[config.mk]
export PLATFORM = sky130hd
export DESIGN_NAME = sahs_queue
export DESIGN_NICKNAME = d
export VERILOG_FILES = /design/src/rtl/core/sahs_pkg.sv /design/src/rtl/core/sahs_queue.sv
export SDC_FILE = /design/constraint.sdc
export NUM_CORES = 1
export LEC_CHECK = 0
export BUFFER_PORTS_ARGS = -buffer_cell sky130_fd_sc_hd__buf_2
export CORE_ASPECT_RATIO = 1.5
export CORE_UTILIZATION = 43
export CTS_CLUSTER_DIAMETER = 30
export DETAILED_ROUTE_END_ITERATION = 12
export PLACE_DENSITY = 0.75
export SLEW_MARGIN = 20
export SYNTH_ARGS = -nofsm -noshare
export SYNTH_HDL_FRONTEND = slang
export SYNTH_SLANG_ARGS = --single-unit
[constraint.sdc]
create_clock -name clk -period 5.15 [get_ports clk]
set_input_delay 1.03 -clock clk [delete_from_list [all_inputs] [get_ports clk]]
set_output_delay 1.03 -clock clk [all_outputs]
set_load 0.02 [all_outputs]
[src/rtl/core/sahs_pkg.sv]
`default_nettype none
package sahs_pkg;

  localparam int TableSlots = 4096;
  localparam int SlotW = $clog2(TableSlots);
  localparam int CountW = 13;
  localparam int KeyW = 64;
  localparam int MarkW = 2;
  localparam int MixShift = 33;
  localparam int HalfW = 32;
  localparam logic [KeyW-1:0] MixMul = 64'hff51afd7ed558ccd;
  localparam int QDepth = 2;

  typedef enum logic [0:0] {
    OP_ADD = 1'b0,
    OP_DEL = 1'b1
  } op_t;

  typedef enum logic [1:0] {
    MARK_EMPTY    = 2'd0,
    MARK_OCCUPIED = 2'd1,
    MARK_DELETED  = 2'd2
  } mark_t;

  typedef enum logic [1:0] {
    ST_OK        = 2'd0,
    ST_PRESENT   = 2'd1,
    ST_FULL      = 2'd2,
    ST_NOT_FOUND = 2'd3
  } status_t;

  typedef struct packed {
    logic        opcode;
    logic [31:0] dest_addr;
    logic [31:0] sec_index;
  } in_item_t;

  typedef struct packed {
    logic [1:0]  status;
    logic [12:0] installed_count;
  } out_item_t;

  // hashed request handed from front to back
  typedef struct packed {
    logic            is_del;
    logic [KeyW-1:0] key;
    logic [SlotW-1:0] start;
  } job_t;

  typedef enum logic [2:0] {
    FS_IDLE,
    FS_MUL_LO,
    FS_MUL_HI,
    FS_FOLD
  } front_state_t;

  typedef enum logic [2:0] {
    BS_CLEAR,
    BS_IDLE,
    BS_READ,
    BS_CHECK,
    BS_WRITE,
    BS_OUT
  } back_state_t;

endpackage
`default_nettype wire

[src/rtl/core/sahs_queue.sv]
`default_nettype none
module sahs_queue (
  input  wire logic            clk,
  input  wire logic            rst_n,
  input  wire logic            wr_valid,
  output logic                 wr_stall,
  input  wire sahs_pkg::job_t  wr_data,
  output logic                 rd_valid,
  input  wire logic            rd_take,
  output sahs_pkg::job_t       rd_data
);
  import sahs_pkg::*;

  localparam int PtrW = $clog2(QDepth);
  job_t buf_r [QDepth];
  logic [PtrW-1:0] wp_r, rp_r;
  logic [PtrW:0] cnt_r;
  logic push, pop;

  assign wr_stall = (cnt_r == (PtrW+1)'(QDepth));
  assign rd_valid = (cnt_r != '0);
  assign rd_data = buf_r[rp_r];
  assign push = wr_valid && !wr_stall;
  assign pop = rd_take && rd_valid;

  always_ff @(posedge clk) begin
    if (!rst_n) begin
      wp_r <= '0;
      rp_r <= '0;
      cnt_r <= '0;
    end else begin
      if (push) wp_r <= wp_r + 1'b1;
      if (pop) rp_r <= rp_r + 1'b1;
      cnt_r <= cnt_r + (PtrW+1)'(push) - (PtrW+1)'(pop);
    end
    if (push) buf_r[wp_r] <= wr_data;
  end
endmodule
`default_nettype wire

-- Yosys cells after proc, flatten, opt, wreduce, memory -nomap -nowiden
Memories as Yosys holds them, arrays and structs flattened. A register that Yosys moved wholly into a read port is not among the register bits.
Index checks and enable logic that the tools add are counted.
- register bits after elaboration: 4
- memory bits (writable): 154
- bits of input ports: 81
- output and inout port bits: 79
- word-level logic and storage cells: 17
- memories kept: 1
- memory list (memory ; words ; bits a word ; rd ports ; clocked after Yosys merged registers in ; write ports ; RTL line ; text):
    buf_r ; 2 ; 77 ; 1 ; 1 ; 1 ; sahs_queue.sv:15 ; job_t buf_r [QDepth];
- add/subtract/negate cells: 4
- equality and inequality tests: 1
- muxes and demuxes: 4
- reduce and logical (&&, ||, !) cells: 4
- operators with widths (kind ; count):
    $mux 1 ; 4
    $add 1x1->1 const B ; 2
    $add 2x1->2 ; 1
    $eq 2x2->1 const B ; 1
    $logic_and 1x1->1 ; 2
    $reduce_bool 2->1 ; 1
    $sub 2x1->2 ; 1
    $logic_not 1->1 ; 1

-- Depth between registers and ports, before layout
- depth in word-level cells: 5
- depth in mapped cells: 8
- mapped depth without buffers: 8

-- Worst setup path before layout
Ideal clock, no wire load.
- path type: input to register
- from: input port wr_valid
- to: memory buf_r[0][0] (netlist bit) (enable)
- data arrival time: 4.337 ns
- slack: 0.300 ns
- stages on the path: 2
- path through: nand2_1 > nor2_1
- cells in the longest elaborated chain, start to end: 3
- RTL lines (what ; RTL line ; text):
    from (decl) ; sahs_queue.sv:5 ; input wire logic wr_valid,
    $logic_and 1x1->1 ; sahs_queue.sv:23 ; assign push = wr_valid && !wr_stall;
    $mux 1 ; sahs_queue.sv:36 ; if (push) buf_r[wp_r] <= wr_data;
    $mux 1 (implied by the code) ; sahs_queue.sv:36 ;
    to (decl) ; sahs_queue.sv:15 ;
Every way passes these cells.

==> results.json <==
{
  "clock-sinks": 159,
  "vdd_drop_max_v": 0.000429,
  "die_w_um": 97.9,
  "failed_checks": "DRC",
  "slew_violations": 0,
  "area_delta_synth_final_pct": 26.2,
  "ys_ff_latch": 159,
  "antenna_found_initial": 3,
  "cellLeakagePower_nw": 2.88,
  "p_per_area_mw_per_mm2": 548,
  "maxCapViolCount": 0,
  "cts_made_buffers": 17,
  "fin_nets": 522,
  "grt_pass1_wl_um": 15900,
  "fin_crit_ns": 3.39,
  "port-buffer-count": 159,
  "crit_path_start_kind": "register",
  "timing_worst_setup_path_type": "register to output pin",
  "drcViolationCount": 16,
  "yosys.cell_types.count": 20,
  "layout_commonest_cell": "buf_2",
  "die_h_um": 146,
  "fin_crit_sh": 0.658,
  "postSynthCellCount": 267,
  "gr-total-overflow": 0,
  "vias": 2972,
  "fp.dieArea_mm2": 0.0143,
  "first_pass_iters": 8,
  "hold_class": "register to register",
  "insertion_delay_ns": 0.40,
  "path_clk_slew_ns": 0.06,
  "fmax_mhz": 295,
  "slew_headroom": 0.291,
  "cts_setup_buffers": 0,
  "required_ns": 4.12,
  "setup_slack_ns": 1.76,
  "io-pin-count": 160,
  "start_util": 0.440,
  "hpwl_um": 6860,
  "dp_slack_ns": 2.14,
  "synth-seq-area-share": 0.797,
  "first_iter_violations": 142,
  "cpMaxStageDelayCell": "dfxtp_4",
  "mappedNetlistNets": 350,
  "cts-resized-gates": 0,
  "cp_top_family": "flip-flops",
  "worst_pin_slew_ns": 1.06,
  "root_buffer": "clkbuf_16",
  "netlist_area_mm2": 0.00593,
  "grt_max_degree": 78,
  "std_cell_rows": 52,
  "gp_congestion": 0.704,
  "arrival_ns": 2.36,
  "drive_above_1_share": 0.597,
  "crit_buf_inv": 2,
  "synth_warnings": 0,
  "finalClockSkew_ns": 0.00603,
  "grt_pass1_vias": 3259,
  "final_cell_mix": "159 x buf_2, 154 x edfxtp_1, 47 x mux2_2",
  "path_cells": "buf_4, mux2_2, buf_2",
  "h-tree-depth": 4,
  "worstSetupEndpointType": "output pin",
  "critical_path.max_stage_delay_ns": 0.92,
  "final-hold-violation-count": 0,
  "tns_ns": 0,
  "hold_buffers": 0,
  "vias_per_cell": 4.82,
  "rsz0062_at_grt": "false",
  "status": "finished, violations left",
  "cts_buffer_depth": 2,
  "cts_tree": "done",
  "syn_avg_cell_area_um2": 22.2,
  "core_mm2": 0.0135,
  "track_usage": 0.151,
  "wl_per_cell_um": 16.9,
  "path_max_fanout": 58,
  "ant_nets": 0,
  "wl_um": 10400,
  "final-setup-viol-count": 0
}
## cell type report
| cell class | count | area (um2) |
|---|---|---|
| inverter | 3 | 11.3 |
| tap | 162 | 203 |
| fill | 1037 | 5980 |
| multi-input combinational | 96 | 1120 |
| timing repair buffer | 162 | 851 |
| antenna | 2 | 5.00 |
| clock inverter | 9 | 110 |
| sequential | 159 | 4730 |
| clock buffer | 23 | 458 |
## kinds of logic (layout without fill, tap and decap cells)
logic type | Yosys count | after routing | share of synthesized area
AOI/OAI and AO/OA | 1 | 1 | 0.00127
xor gates and xnor gates | 2 | 2 | 0.00296
adders and majority gates | 2 | 2 | 0.00422
buffers and inverters | 12 | 197 | 0.0167
DFF | 159 | 159 | 0.797
muxes | 78 | 78 | 0.167
other | 0 | 2 | 0
and+or+nand+nor | 13 | 13 | 0.0110
## through the flow
step | instances | utilization | total power, W | instance area [um2] | hold slack [ns]
CTS | 613 | 0.553 | 0.00415 | 7450 | 0.534
detailed placement | 581 | 0.511 | 0.00295 | 6880 | 0.511
finish | 616 | 0.556 | 0.00410 | 7480 | 0.527
global route | 615 | 0.555 | 0.00427 | 7480 | 0.563
floorplan | 267 | - | 0.00263 | 5930 | 0.455
global placement | 581 | 0.511 | 0.00292 | 6880 | 0.497
## synthesized netlist by cell type, drive strengths merged
cell type | n | area share
nor3 | 1 | 0.00084
o21a | 1 | 0.0013
inv | 3 | 0.0019
mux2 | 77 | 0.17
nand2b | 2 | 0.0021
nand2 | 2 | 0.0013
xnor2 | 1 | 0.0015
nor2 | 4 | 0.0025
and3 | 1 | 0.0011
mux2i | 1 | 0.0017
and2 | 2 | 0.0021
ha | 2 | 0.0042
xor2 | 1 | 0.0015
dfxtp | 5 | 0.017
edfxtp | 154 | 0.78
buf | 9 | 0.015
or2 | 1 | 0.0011
## power by group
| part | internal [W] | switching (W) | leakage (nW) |
|---|---|---|---|
| combinational | 0.000495 | 0.000611 | 1.13 |
| sequential | 0.00167 | 0.000131 | 1.48 |
| clock | 0.000728 | 0.000467 | 0.268 |
## worst register-to-register path, delay by kind of cell (launching register included)
kind / cells / cell delay [ns]
AND/OR/NAND/NOR: 3 / 1.15
buffers and inverters: 1 / 0.36
flip-flops: 1 / 0.37
## worst paths after layout
check	start	end	slack [ns]	cells after the start
hold reg to reg	rp_r	rp_r	0.53	2
hold / removal	rp_r	rp_r	0.53	2
setup reg to reg	cnt_r[0]	buf_r[0][26]	2.92	4
setup / recovery	register	rd_data[64]	1.76	3
## sequential cells by signal (all words and copies together) (netlist names), named ones only
name / cells
rp_r: 1
buf_r: 154
cnt_r: 2
wp_r: 1
## layer usage
layer	vias to the layer above	wire length, um	global-route usage
met3	20	559	0.0480
met1	1454	3710	0.144
li1	1400	-	-
met5	-	12	0
met4	2	293	0.0879
met2	96	5840	0.277
No activity file was read; power rests on OpenSTA's default activity.
