<file path="config.mk">
export PLATFORM = sky130hd
export DESIGN_NAME = sahs_front
export DESIGN_NICKNAME = d
export VERILOG_FILES = /design/src/rtl/core/sahs_pkg.sv /design/src/rtl/core/sahs_front.sv
export SDC_FILE = /design/constraint.sdc
export NUM_CORES = 1
export LEC_CHECK = 0
export BUFFER_PORTS_ARGS = -buffer_cell sky130_fd_sc_hd__buf_2
export CORE_MARGIN = 4
export CORE_UTILIZATION = 55
export CTS_CLUSTER_DIAMETER = 80
export DETAILED_ROUTE_END_ITERATION = 8
export PLACE_DENSITY = 0.71
export SETUP_SLACK_MARGIN = 0.1
export SLEW_MARGIN = 20
export SYNTH_ARGS = -nofsm -noshare
export SYNTH_HDL_FRONTEND = slang
export SYNTH_SLANG_ARGS = --single-unit
</file>
<file path="constraint.sdc">
create_clock -name clk -period 10.2 [get_ports clk]
set_clock_uncertainty 0.15 [all_clocks]
set_input_delay 0 -clock clk [delete_from_list [all_inputs] [get_ports clk]]
set_output_delay 0 -clock clk [all_outputs]
set_load 0.02 [all_outputs]
</file>
<file path="src/rtl/core/sahs_pkg.sv">
`default_nettype none
package sahs_pkg;

  localparam int TableSlots = 4096;
  localparam int SlotW = $clog2(TableSlots);
  localparam int CountW = 13;
  localparam int KeyW = 64;
  localparam int MarkW = 2;
  localparam int MixShift = 33;
  localparam int HalfW = 32;
  localparam logic [KeyW-1:0] MixMul = 64'hff51afd7ed558ccd;
  localparam int QDepth = 2;

  typedef enum logic [0:0] {
    OP_ADD = 1'b0,
    OP_DEL = 1'b1
  } op_t;

  typedef enum logic [1:0] {
    MARK_EMPTY    = 2'd0,
    MARK_OCCUPIED = 2'd1,
    MARK_DELETED  = 2'd2
  } mark_t;

  typedef enum logic [1:0] {
    ST_OK        = 2'd0,
    ST_PRESENT   = 2'd1,
    ST_FULL      = 2'd2,
    ST_NOT_FOUND = 2'd3
  } status_t;

  typedef struct packed {
    logic        opcode;
    logic [31:0] dest_addr;
    logic [31:0] sec_index;
  } in_item_t;

  typedef struct packed {
    logic [1:0]  status;
    logic [12:0] installed_count;
  } out_item_t;

  // hashed request handed from front to back
  typedef struct packed {
    logic            is_del;
    logic [KeyW-1:0] key;
    logic [SlotW-1:0] start;
  } job_t;

  typedef enum logic [2:0] {
    FS_IDLE,
    FS_MUL_LO,
    FS_MUL_HI,
    FS_FOLD
  } front_state_t;

  typedef enum logic [2:0] {
    BS_CLEAR,
    BS_IDLE,
    BS_READ,
    BS_CHECK,
    BS_WRITE,
    BS_OUT
  } back_state_t;

endpackage
`default_nettype wire

</file>
<file path="src/rtl/core/sahs_front.sv">
`default_nettype none
module sahs_front (
  input  wire logic              clk,
  input  wire logic              rst_n,
  input  wire logic              in_valid,
  output logic                   in_stall,
  input  wire sahs_pkg::in_item_t in_data,
  output logic                   job_valid,
  input  wire logic              job_stall,
  output sahs_pkg::job_t         job_data
);
  import sahs_pkg::*;

  front_state_t state_r, state_nxt;
  logic [KeyW-1:0] key_r, mix_r, prod_r, prod_nxt;
  logic is_del_r;
  logic [KeyW-1:0] mix_nxt, fold;
  logic [KeyW-1:0] pp_lo;
  logic [HalfW-1:0] pp_cross;

  assign in_stall = (state_r != FS_IDLE);
  assign mix_nxt = {in_data.dest_addr, in_data.sec_index} ^
                   ({in_data.dest_addr, in_data.sec_index} >> MixShift);
  assign fold = prod_r ^ (prod_r >> MixShift);

  assign pp_lo = 64'(mix_r[31:0]) * 64'(MixMul[31:0]);
  assign pp_cross = mix_r[31:0] * MixMul[63:32] + mix_r[63:32] * MixMul[31:0];

  // 64x64 mod 2^64 product, built up in FS_MUL_LO (low x low) and then FS_MUL_HI
  // (both cross terms into the high half)
  always_comb begin
    prod_nxt = prod_r;
    case (state_r)
      FS_MUL_LO: prod_nxt = pp_lo;
      FS_MUL_HI: prod_nxt = prod_r + {pp_cross, 32'd0};
      default: prod_nxt = prod_r;
    endcase
  end

  always_comb begin
    state_nxt = state_r;
    case (state_r)
      FS_IDLE:   if (in_valid) state_nxt = FS_MUL_LO;
      FS_MUL_LO: state_nxt = FS_MUL_HI;
      FS_MUL_HI: state_nxt = FS_FOLD;
      FS_FOLD:   if (!job_stall) state_nxt = FS_IDLE;
      default:   state_nxt = FS_IDLE;
    endcase
  end

  assign job_valid = (state_r == FS_FOLD);
  assign job_data = '{is_del: is_del_r, key: key_r, start: fold[SlotW-1:0]};

  always_ff @(posedge clk) begin
    if (!rst_n) begin
      state_r <= FS_IDLE;
    end else begin
      state_r <= state_nxt;
    end
    prod_r <= prod_nxt;
    if (state_r == FS_IDLE && in_valid) begin
      key_r <= {in_data.dest_addr, in_data.sec_index};
      mix_r <= mix_nxt;
      is_del_r <= in_data.opcode;
    end
  end
endmodule
`default_nettype wire

</file>
# Word level (Yosys, flattened, before mapping)
# Index checks and enable logic that the tools add are counted.
word_totals:
  register_bits: 196
  latch_bits: 0
  ram_bits: 0
  mem_bits_ro: 0
  word_cells: 26
  n_memories: 0
classes:
  n_addsub: 2
  mul: 3
  div: 0
  order_cmp: 0
  n_eq_ne: 5
  n_shift: 0
  muxes: 4
  bitwise: 2
  n_reduce_logical: 5
ops:
  columns: ["operator", "n"]
  rows:
  - ["64-bit one-hot mux with 2 select lines", 1]
  - ["64-bit adder", 1]
  - ["32-bit by 32-bit multiplier with 64-bit output, second input constant", 1]
  - ["64-bit by 31-bit bitwise XOR with 64-bit output", 1]
  - ["32-bit adder", 1]
  - ["32-bit by 25-bit multiplier with 32-bit output, second input constant", 1]
  - ["32-bit by 30-bit multiplier with 32-bit output, second input constant", 1]
  - ["3-bit one-hot mux with 4 select lines", 1]
  - ["12-bit bitwise XOR", 1]
  - ["3-bit by 2-bit == test with 1-bit output, second input constant", 2]
  - ["3-bit two-way mux", 2]
  - ["2-bit != test, second input constant", 2]
  - ["3-bit by 1-bit == test with 1-bit output, second input constant", 1]
  - ["3-bit logical NOT", 1]
  - ["3-bit nonzero test", 1]
  - ["2-bit AND reduction", 1]
  - ["2-bit nonzero test", 1]
  - ["1-bit logical AND", 1]

# Logic depth before layout (Yosys ltp)
# Gate-level depths: netlist of the first run.
logic_depth:
  depth_word: 4
  ltp_mapped: 27
  ltp_nobuf: 27

# Worst setup path before layout of the first run
# OpenSTA, ideal clock, no wires.
synth_path:
  path_type: "register -> register"
  start: "register mix_r[0]"
  end: "register prod_r[36] (data pin)"
  setup_ns: 0.270
  arrival_ns: 6.655
  required_time_ns: 9.780
  setup_slack_ns: 3.125
  path_stages_with_launch: 23
  path_buffers: 0
  path_cell_list: "edfxtp_1 -> fa_1 -> inv_1 -> fa_1 -> inv_1 -> fa_1 -> fa_1 -> fa_1 -> fa_1 -> fa_1 -> inv_1 -> fa_1 -> inv_1 -> ha_1 -> nand4_1 -> a211oi_1 -> o31ai_2 -> a41oi_1 -> o21a_1 -> o21ai_2 -> a21boi_2 -> o21a_1 -> o32ai_1"
synth_between:
  elab_chain_len: 4
synth_lines:
  columns: ["element", "line", "rtl"]
  rows:
  - ["start, declared", "sahs_front.sv:15", "logic [KeyW-1:0] key_r, mix_r, prod_r, prod_nxt;"]
  - ["start signal, assigned", "sahs_front.sv:63", "mix_r <= mix_nxt;"]
  - ["32-bit by 25-bit multiplier with 32-bit output", "sahs_front.sv:27", "assign pp_cross = mix_r[31:0] * MixMul[63:32] + mix_r[63:32] * MixMul[31:0];"]
  - ["32-bit adder", "sahs_front.sv:27", null]
  - ["64-bit adder", "sahs_front.sv:35", "FS_MUL_HI: prod_nxt = prod_r + {pp_cross, 32'd0};"]
  - ["64-bit one-hot mux with 2 select lines (*)", "sahs_front.sv:33", "case (state_r)"]
  - ["net prod_nxt[36]", "sahs_front.sv:15", null]
  - ["end signal, assigned", "sahs_front.sv:60", "prod_r <= prod_nxt;"]
  - ["end, declared", "sahs_front.sv:15", null]
# Mark *: on every way through the listed nets, which the timed path passes. The rest lies on a longest branch.
# A chain may end at the register's enable or synchronous reset.

# Final worst setup path of the first run
layout_path:
  start: "register mix_r[1]"
  end: "register prod_r[36] (data pin)"
# The elaborated chain is that of the path after synthesis.

==> results of run 1 <==
per-stage QoR:
stage / hold slack (ns) / utilization (%) / worst slack (ns)
floorplan: -0.0511 / - / 3.13
global placement: 0.0264 / 59.0 / 2.54
detailed placement: 0.0282 / 59.0 / 2.40
CTS: 0.0614 / 62.2 / 2.36
global route: 0.0871 / 62.2 / 2.10
finish: 0.102 / 62.2 / 2.39
sequential cells by signal, indices dropped and copies added, names as in the netlist:
name and count:
key_r 64, state_r 2, prod_r 25, mix_r 31
is_del_r 1
cell families after synthesis:
group           after synthesis
compound gates              142
mux                           3
fa+ha+maj                   765
xor+xnor                    129
simple gates                115
buf+inv                     720
flops                       123
metal layers:
metal / share of wire, % / global-route usage (%)
met5: 0 / 0
met1: 41 / 36.8
met4: 5.1 / 13.0
met3: 6.5 / 6.44
met2: 47 / 45.4
synth_stat cells (3+ instances only):
master and count:
nor3_1 13, o21a_1 12, a21oi_1 37, mux2i_1 3
nor2_1 35, edfxtp_1 121, o21ai_0 29, ha_1 359
inv_1 682, or3_1 4, nand4_1 8, nor2b_1 14
o211ai_1 3, nand2b_1 5, buf_4 34, clkbuf_1 4
nand2_1 19, a21o_1 19, o31ai_1 5, a31oi_1 4
nand3_1 5, xnor2_1 74, a211oi_1 9, fa_1 406
xor2_1 55, o21bai_1 6
worst register-to-register path: cells and delay by family, from the launching register on:
kind / cells / cell delay [ns]
and+or+nand+nor: 2 / 0.27
AOI/OAI and AO/OA: 7 / 1.44
DFF: 1 / 0.82
buffers and inverters: 4 / 0.29
adders and majority gates: 9 / 4.63
worst max-delay path by stage:
stage	endpoint	from	depth (start not counted)
finish	prod_r[36]$_DFFE_PP_	mix_r[1]$_DFFE_PP_	22
global route	prod_r[36]$_DFFE_PP_	mix_r[1]$_DFFE_PP_	22
CTS	prod_r[36]$_DFFE_PP_	mix_r[1]$_DFFE_PP_	22
detailed placement	prod_r[44]$_DFFE_PP_	mix_r[1]$_DFFE_PP_	22
global placement	prod_r[36]$_DFFE_PP_	mix_r[1]$_DFFE_PP_	22
floorplan	prod_r[36]$_DFFE_PP_	mix_r[0]$_DFFE_PP_	22
timing repair:
item / CTS / global route
gates resized for setup: 0 / 0
hold endpoints to repair: 101 / 0
hold buffers: 70 / 0
setup buffers: 0 / 0
area by class of cell:
cell class | count | area (sq um) | share of cell area, %
Tap cell | 518 | 648 | 2.68
Sequential cell | 123 | 3670 | 15.2
Multi-Input combinational cell | 1154 | 15300 | 63.3
Timing Repair Buffer | 220 | 1460 | 6.03
Inverter | 682 | 2560 | 10.6
Clock buffer | 17 | 425 | 1.76
Clock inverter | 14 | 125 | 0.517
==> metrics.md, run 1 <==
| Metric | Value |
|---|---|
| Largest family of logic cells by synthesized area | `adder cells` |
| Post-synthesis mux area share | `0.138%` |
| Pin count of the biggest net entering global routing | `67` |
| Post-synthesis compound-gate area fraction | `4.30%` |
| Hold Crit Endpoint | `is_del_r$_DFFE_PP_` |
| DRT iter0 DRCs | `739` |
| Critical path's most frequent cell | `fa_1` |
| Routed WL per cell | `21.3 um` |
| Port Buffers | `147` |
| RR Endpoint | `prod_r[36]$_DFFE_PP_` |
| Worst r2r src | `mix_r[1]$_DFFE_PP_` |
| Async SR Flop Fraction | `0%` |
| Final Setup Violations | `0` |
| GP Congestion | `1.00` |
| Synth Area in Simple Gates | `2.67%` |
| Io pins | `148` |
| Mapped Avg Cell Area | `10.9 sq um` |
| Setup TNS | `0 ns` |
| Post-synth EDFFs | `121` |
| Share of layout cells above drive strength 1 | `8.60%` |
| Final instance area | `24200 sq um` |
| CTS clk-pin slew, worst paths | `0.06 ns` |
| Outcome | `finished, final reports clean` |
| WP data arrival | `7.93 ns` |
| R2r setup slk | `2.39 ns` |
| Die height | `207 um` |
| Pin slew with the least headroom to its limit | `0.921 ns` |
| Grt total ovfl | `0` |
| Max Fclk | `128 MHz` |
| Synth Flop Type | `edfxtp_1` |
| H-tree levels | `4` |
| Synth cell types | `51` |
| Vias per cell | `5.16` |
| Final slew viol count | `0` |
| Total Wirelength | `58000 um` |
| Register area share after synthesis | `16.8%` |
| Max Fanout on Critical Path | `10` |
| Crit-path cells | `ha_1, inv_1, fa_1, inv_1, fa_1, fa_1, fa_1, fa_1, fa_1, inv_1, fa_1, inv_1, ha_1, nand4_1, a211oi_1, o31ai_2, a41oi_1, o21a_1, o21ai_2, a21boi_2, nor3_1, o32ai_1` |
| Via count | `14084` |
| Row Count | `72` |
| Syn_nets | `2831` |
| Register bit total from synthesis | `123` |
| Crit path kind | `reg2reg` |
| Synthesized instance count | `1997` |
| Clk_lat worst skew | `0.47 ns` |
| Final min period | `7.81 ns` |
| Initial antenna violation count | `0` |
| Drt first pass iters | `5` |
| Commonest non-fill, non-tap cell in the layout | `inv_1` |
| Total track usage | `28.3%` |
| RSZ-0062 raised after global routing | `false` |
| Fin crit share | `76.6%` |
| Finished Layout Cells | `2728` |
| Post-synthesis xor/xnor area fraction | `5.18%` |
| Core area | `38900 sq um` |
| Area growth from synthesis to layout | `11.0%` |
| Top delay family on crit path | `adder cells` |
| DP Cell Count | `2627` |
| Synth Warn # | `0` |
| Most frequent cells in the layout | `inv_1, fa_1, ha_1, buf_2, edfxtp_1` |
| Area leader, netlist | `fa_1` |
| Crit path buf inv count | `4` |
| Reg2Reg Depth | `22` |
| Adder-cell share of the synthesized area | `57.9%` |
| Placed wire-length estimate | `50300 um` |
| Hold violation count in the final report | `0` |
| Share of the synthesized area in the top cell type | `37.3%` |
| Worst Hold Class | `in2reg` |
| Die width | `207 um` |
| Root buffer cell | `clkbuf_16` |
| Number of global-route vias before repair | `15685` |
| Diodes inserted | `0` |
| TritonCTS clock tree | `built` |
| Placed cell area | `22900 sq um` |
| NumNets Final | `3032` |
| Final ANT Viol Nets | `0` |
| Longest Clk Path Bufs | `2` |
| Critical Path Start Type | `register` |
| Die area | `42900 sq um` |
| Starting Density | `56.0%` |
| CP peak stage delay | `0.82 ns` |
| Critical Path RT | `10.31 ns` |
| Total CTS buffers | `17` |
| CP Capture Type | `register` |
| Hold Startpoint | `in_data[64]` |
| Synth area leaders | `fa_1, ha_1, edfxtp_1` |
| # Max-Cap Violations | `0` |
| Synth Cell Area | `21800 sq um` |
| First-pass GRT wire length | `90900 um` |
| Number of fill cells | `3252` |
| Num Clock Sinks | `123` |
| Max_slew headroom | `38.6%` |
| Cells on Worst Hold Path | `2` |
| DRC viols | `0` |
| Crit-path slowest cell | `edfxtp_1` |
Power of run 1 is left out: the tool's default activity adds up to more than one toggle a clock period on the data nets, which glitch-free logic cannot reach.
==> inputs of run 2 (changes only) <==
--- a/config.mk
+++ b/config.mk
@@ -10,7 +10,7 @@
 export CORE_UTILIZATION = 55
 export CTS_CLUSTER_DIAMETER = 80
 export DETAILED_ROUTE_END_ITERATION = 8
-export PLACE_DENSITY = 0.71
+export PLACE_DENSITY = 0.73
 export SETUP_SLACK_MARGIN = 0.1
 export SLEW_MARGIN = 20
 export SYNTH_ARGS = -nofsm -noshare
==> constraint.sdc (replaced) <==
create_clock -name clk -period 6.8 [get_ports clk]
set_clock_uncertainty 0.15 [all_clocks]
set_input_delay 0 -clock clk [delete_from_list [all_inputs] [get_ports clk]]
set_output_delay 0 -clock clk [all_outputs]
set_load 0.02 [all_outputs]
==> metrics.md, run 2 (synthesis results as in run 1) <==
| Metric | Value |
|---|---|
| Share of layout cells above drive strength 1 | `24.6%` |
| Longest Clk Path Bufs | `2` |
| Crit path kind | `reg2reg` |
| RR Endpoint | `prod_r[44]$_DFFE_PP_` |
| DRC viols | `0` |
| Vias per cell | `5.04` |
| Max Fclk | `140 MHz` |
| Largest register FFs | `64` |
| Outcome | `finished, violations left` |
| NumNets Final | `3337` |
| Commonest non-fill, non-tap cell in the layout | `inv_1` |
| Die area | `42900 sq um` |
| Via count | `15278` |
| Critical Path RT | `6.95 ns` |
| Area growth from synthesis to layout | `25.7%` |
| Worst Hold Class | `in2reg` |
| Die width | `207 um` |
| Pin slew with the least headroom to its limit | `0.743 ns` |
| Final Setup Violations | `12` |
| Total track usage | `30.9%` |
| Routed WL per cell | `21.3 um` |
| Critical Path Start Type | `register` |
| Largest regs | `key_r (64), mix_r (31), prod_r (25)` |
| Total Wirelength | `64500 um` |
| H-tree levels | `4` |
| CTS clk-pin slew, worst paths | `0.06 ns` |
| Number of fill cells | `2864` |
| Initial antenna violation count | `0` |
| Grt total ovfl | `0` |
| Row Count | `72` |
| Final WS setup | `-0.322 ns` |
| Clk_lat worst skew | `0.48 ns` |
| Number of global-route vias before repair | `17186` |
| TritonCTS clock tree | `built` |
| First-pass GRT wire length | `99900 um` |
| Fin crit share | `105%` |
| Top reg by flops | `key_r` |
| Final ANT Viol Nets | `0` |
| Root buffer cell | `clkbuf_16` |
| CP Capture Type | `register` |
| Final slew viol count | `0` |
| Starting Density | `56.0%` |
| Fin Hold WS | `0.0727 ns` |
| Port Buffers | `147` |
| Drt first pass iters | `5` |
| Max_slew headroom | `50.5%` |
| Core area | `38900 sq um` |
| Setup crit end | `prod_r[44]$_DFFE_PP_` |
| Final min period | `7.12 ns` |
| GP Congestion | `0.999` |
| Die height | `207 um` |
| Most frequent cells in the layout | `inv_1, fa_1, ha_1, buf_4, buf_2` |
| Io pins | `148` |
| Failing checks | `negative setup slack` |
| WP data arrival | `7.27 ns` |
| Total CTS buffers | `17` |
| Pin count of the biggest net entering global routing | `60` |
| Reg2Reg Depth | `27` |
| RSZ-0062 raised after global routing | `true` |
| Util after Layout | `70.4%` |
| Setup crit start | `mix_r[5]$_DFFE_PP_` |
| R2r setup slk | `-0.32 ns` |
| Num Clock Sinks | `123` |
| Placed wire-length estimate | `55600 um` |
| Max Fanout on Critical Path | `4` |
| Diodes inserted | `0` |
| Hold violation count in the final report | `0` |
| DRT iter0 DRCs | `726` |
| Worst r2r src | `mix_r[5]$_DFFE_PP_` |
| # Max-Cap Violations | `0` |
run 2: cell count changes in the layout (fill, tap and decap cells not counted), moves of 16 or more:
| cell | before | now |
|---|---|---|
| inv_2 | 0 | 19 |
| fa_1 | 406 | 389 |
| ha_1 | 359 | 319 |
| ha_4 | 0 | 34 |
| buf_6 | 0 | 16 |
| buf_4 | 3 | 291 |
| fa_2 | 0 | 17 |
| inv_1 | 682 | 660 |
run 2: through the flow:
step           area, sq um  cells  setup TNS (ns)  worst slack [ns]
2_1_floorplan        21900   1997               0            0.0944
3_3_place_gp         25100   2893           -4.33            -0.475
3_5_place_dp         25100   2893           -4.88            -0.528
4_1_cts              27100   3021           -2.41            -0.291
5_1_grt              27400   3034           -5.17            -0.572
6_report             27400   3034           -2.62            -0.322
run 2: layer usage:
layer | GRT usage [%] | routed length [um] | vias to the layer above
met5 | 0 | 0 | -
met4 | 12.6 | 3000 | 0
met3 | 5.16 | 3400 | 123
met2 | 52.5 | 31900 | 459
met1 | 39.8 | 26200 | 7646
li1 | - | - | 7050
run 2: timing repair:
action                                  4_1_cts  5_1_grt
pin swaps                                    96       67
hold buffers                                 69        0
buffers inserted                             27       15
endpoints found under the hold margin        98        0
resized for setup                            97       46
endpoints found under the setup margin       12       13
run 2: how the worst min path moves through the flow:
stage,startpoint,endpoint,cells after the start
6_report,in_valid,key_r[0]$_DFFE_PP_,2
2_1_floorplan,in_data[64],is_del_r$_DFFE_PP_,0
3_5_place_dp,in_data[31],key_r[31]$_DFFE_PP_,1
5_1_grt,in_data[64],is_del_r$_DFFE_PP_,2
4_1_cts,in_data[31],key_r[31]$_DFFE_PP_,2
3_3_place_gp,in_data[64],is_del_r$_DFFE_PP_,1
run 2: final cells by class:
type	instances	area, sq um	area share [%]
Inverter	682	2570	9.38
Timing Repair Buffer	525	3830	14.0
Clock buffer	17	425	1.55
Tap cell	518	648	2.37
Multi-Input combinational cell	1154	16100	58.6
Sequential cell	123	3670	13.4
Clock inverter	15	188	0.685
run 2: worst max-delay path: stages (launching register included):
cell and delay [ns]:
edfxtp_1 0.48, buf_4 0.19, ha_4 0.25, fa_1 0.46, ha_1 0.31, ha_1 0.29, ha_1 0.32, inv_1 0.09
fa_1 0.43, fa_1 0.49, inv_1 0.05, fa_1 0.53, inv_1 0.06, fa_1 0.53, inv_1 0.07, ha_4 0.28
buf_4 0.11, o21a_1 0.15, nor4_1 0.07, or3_4 0.42, xnor2_4 0.17, ha_4 0.29, nor3_2 0.04, nor2_2 0.15
o41ai_4 0.11, xnor2_2 0.18, mux2i_1 0.09, a211oi_1 0.18
Power of run 2 is left out for the same reason.
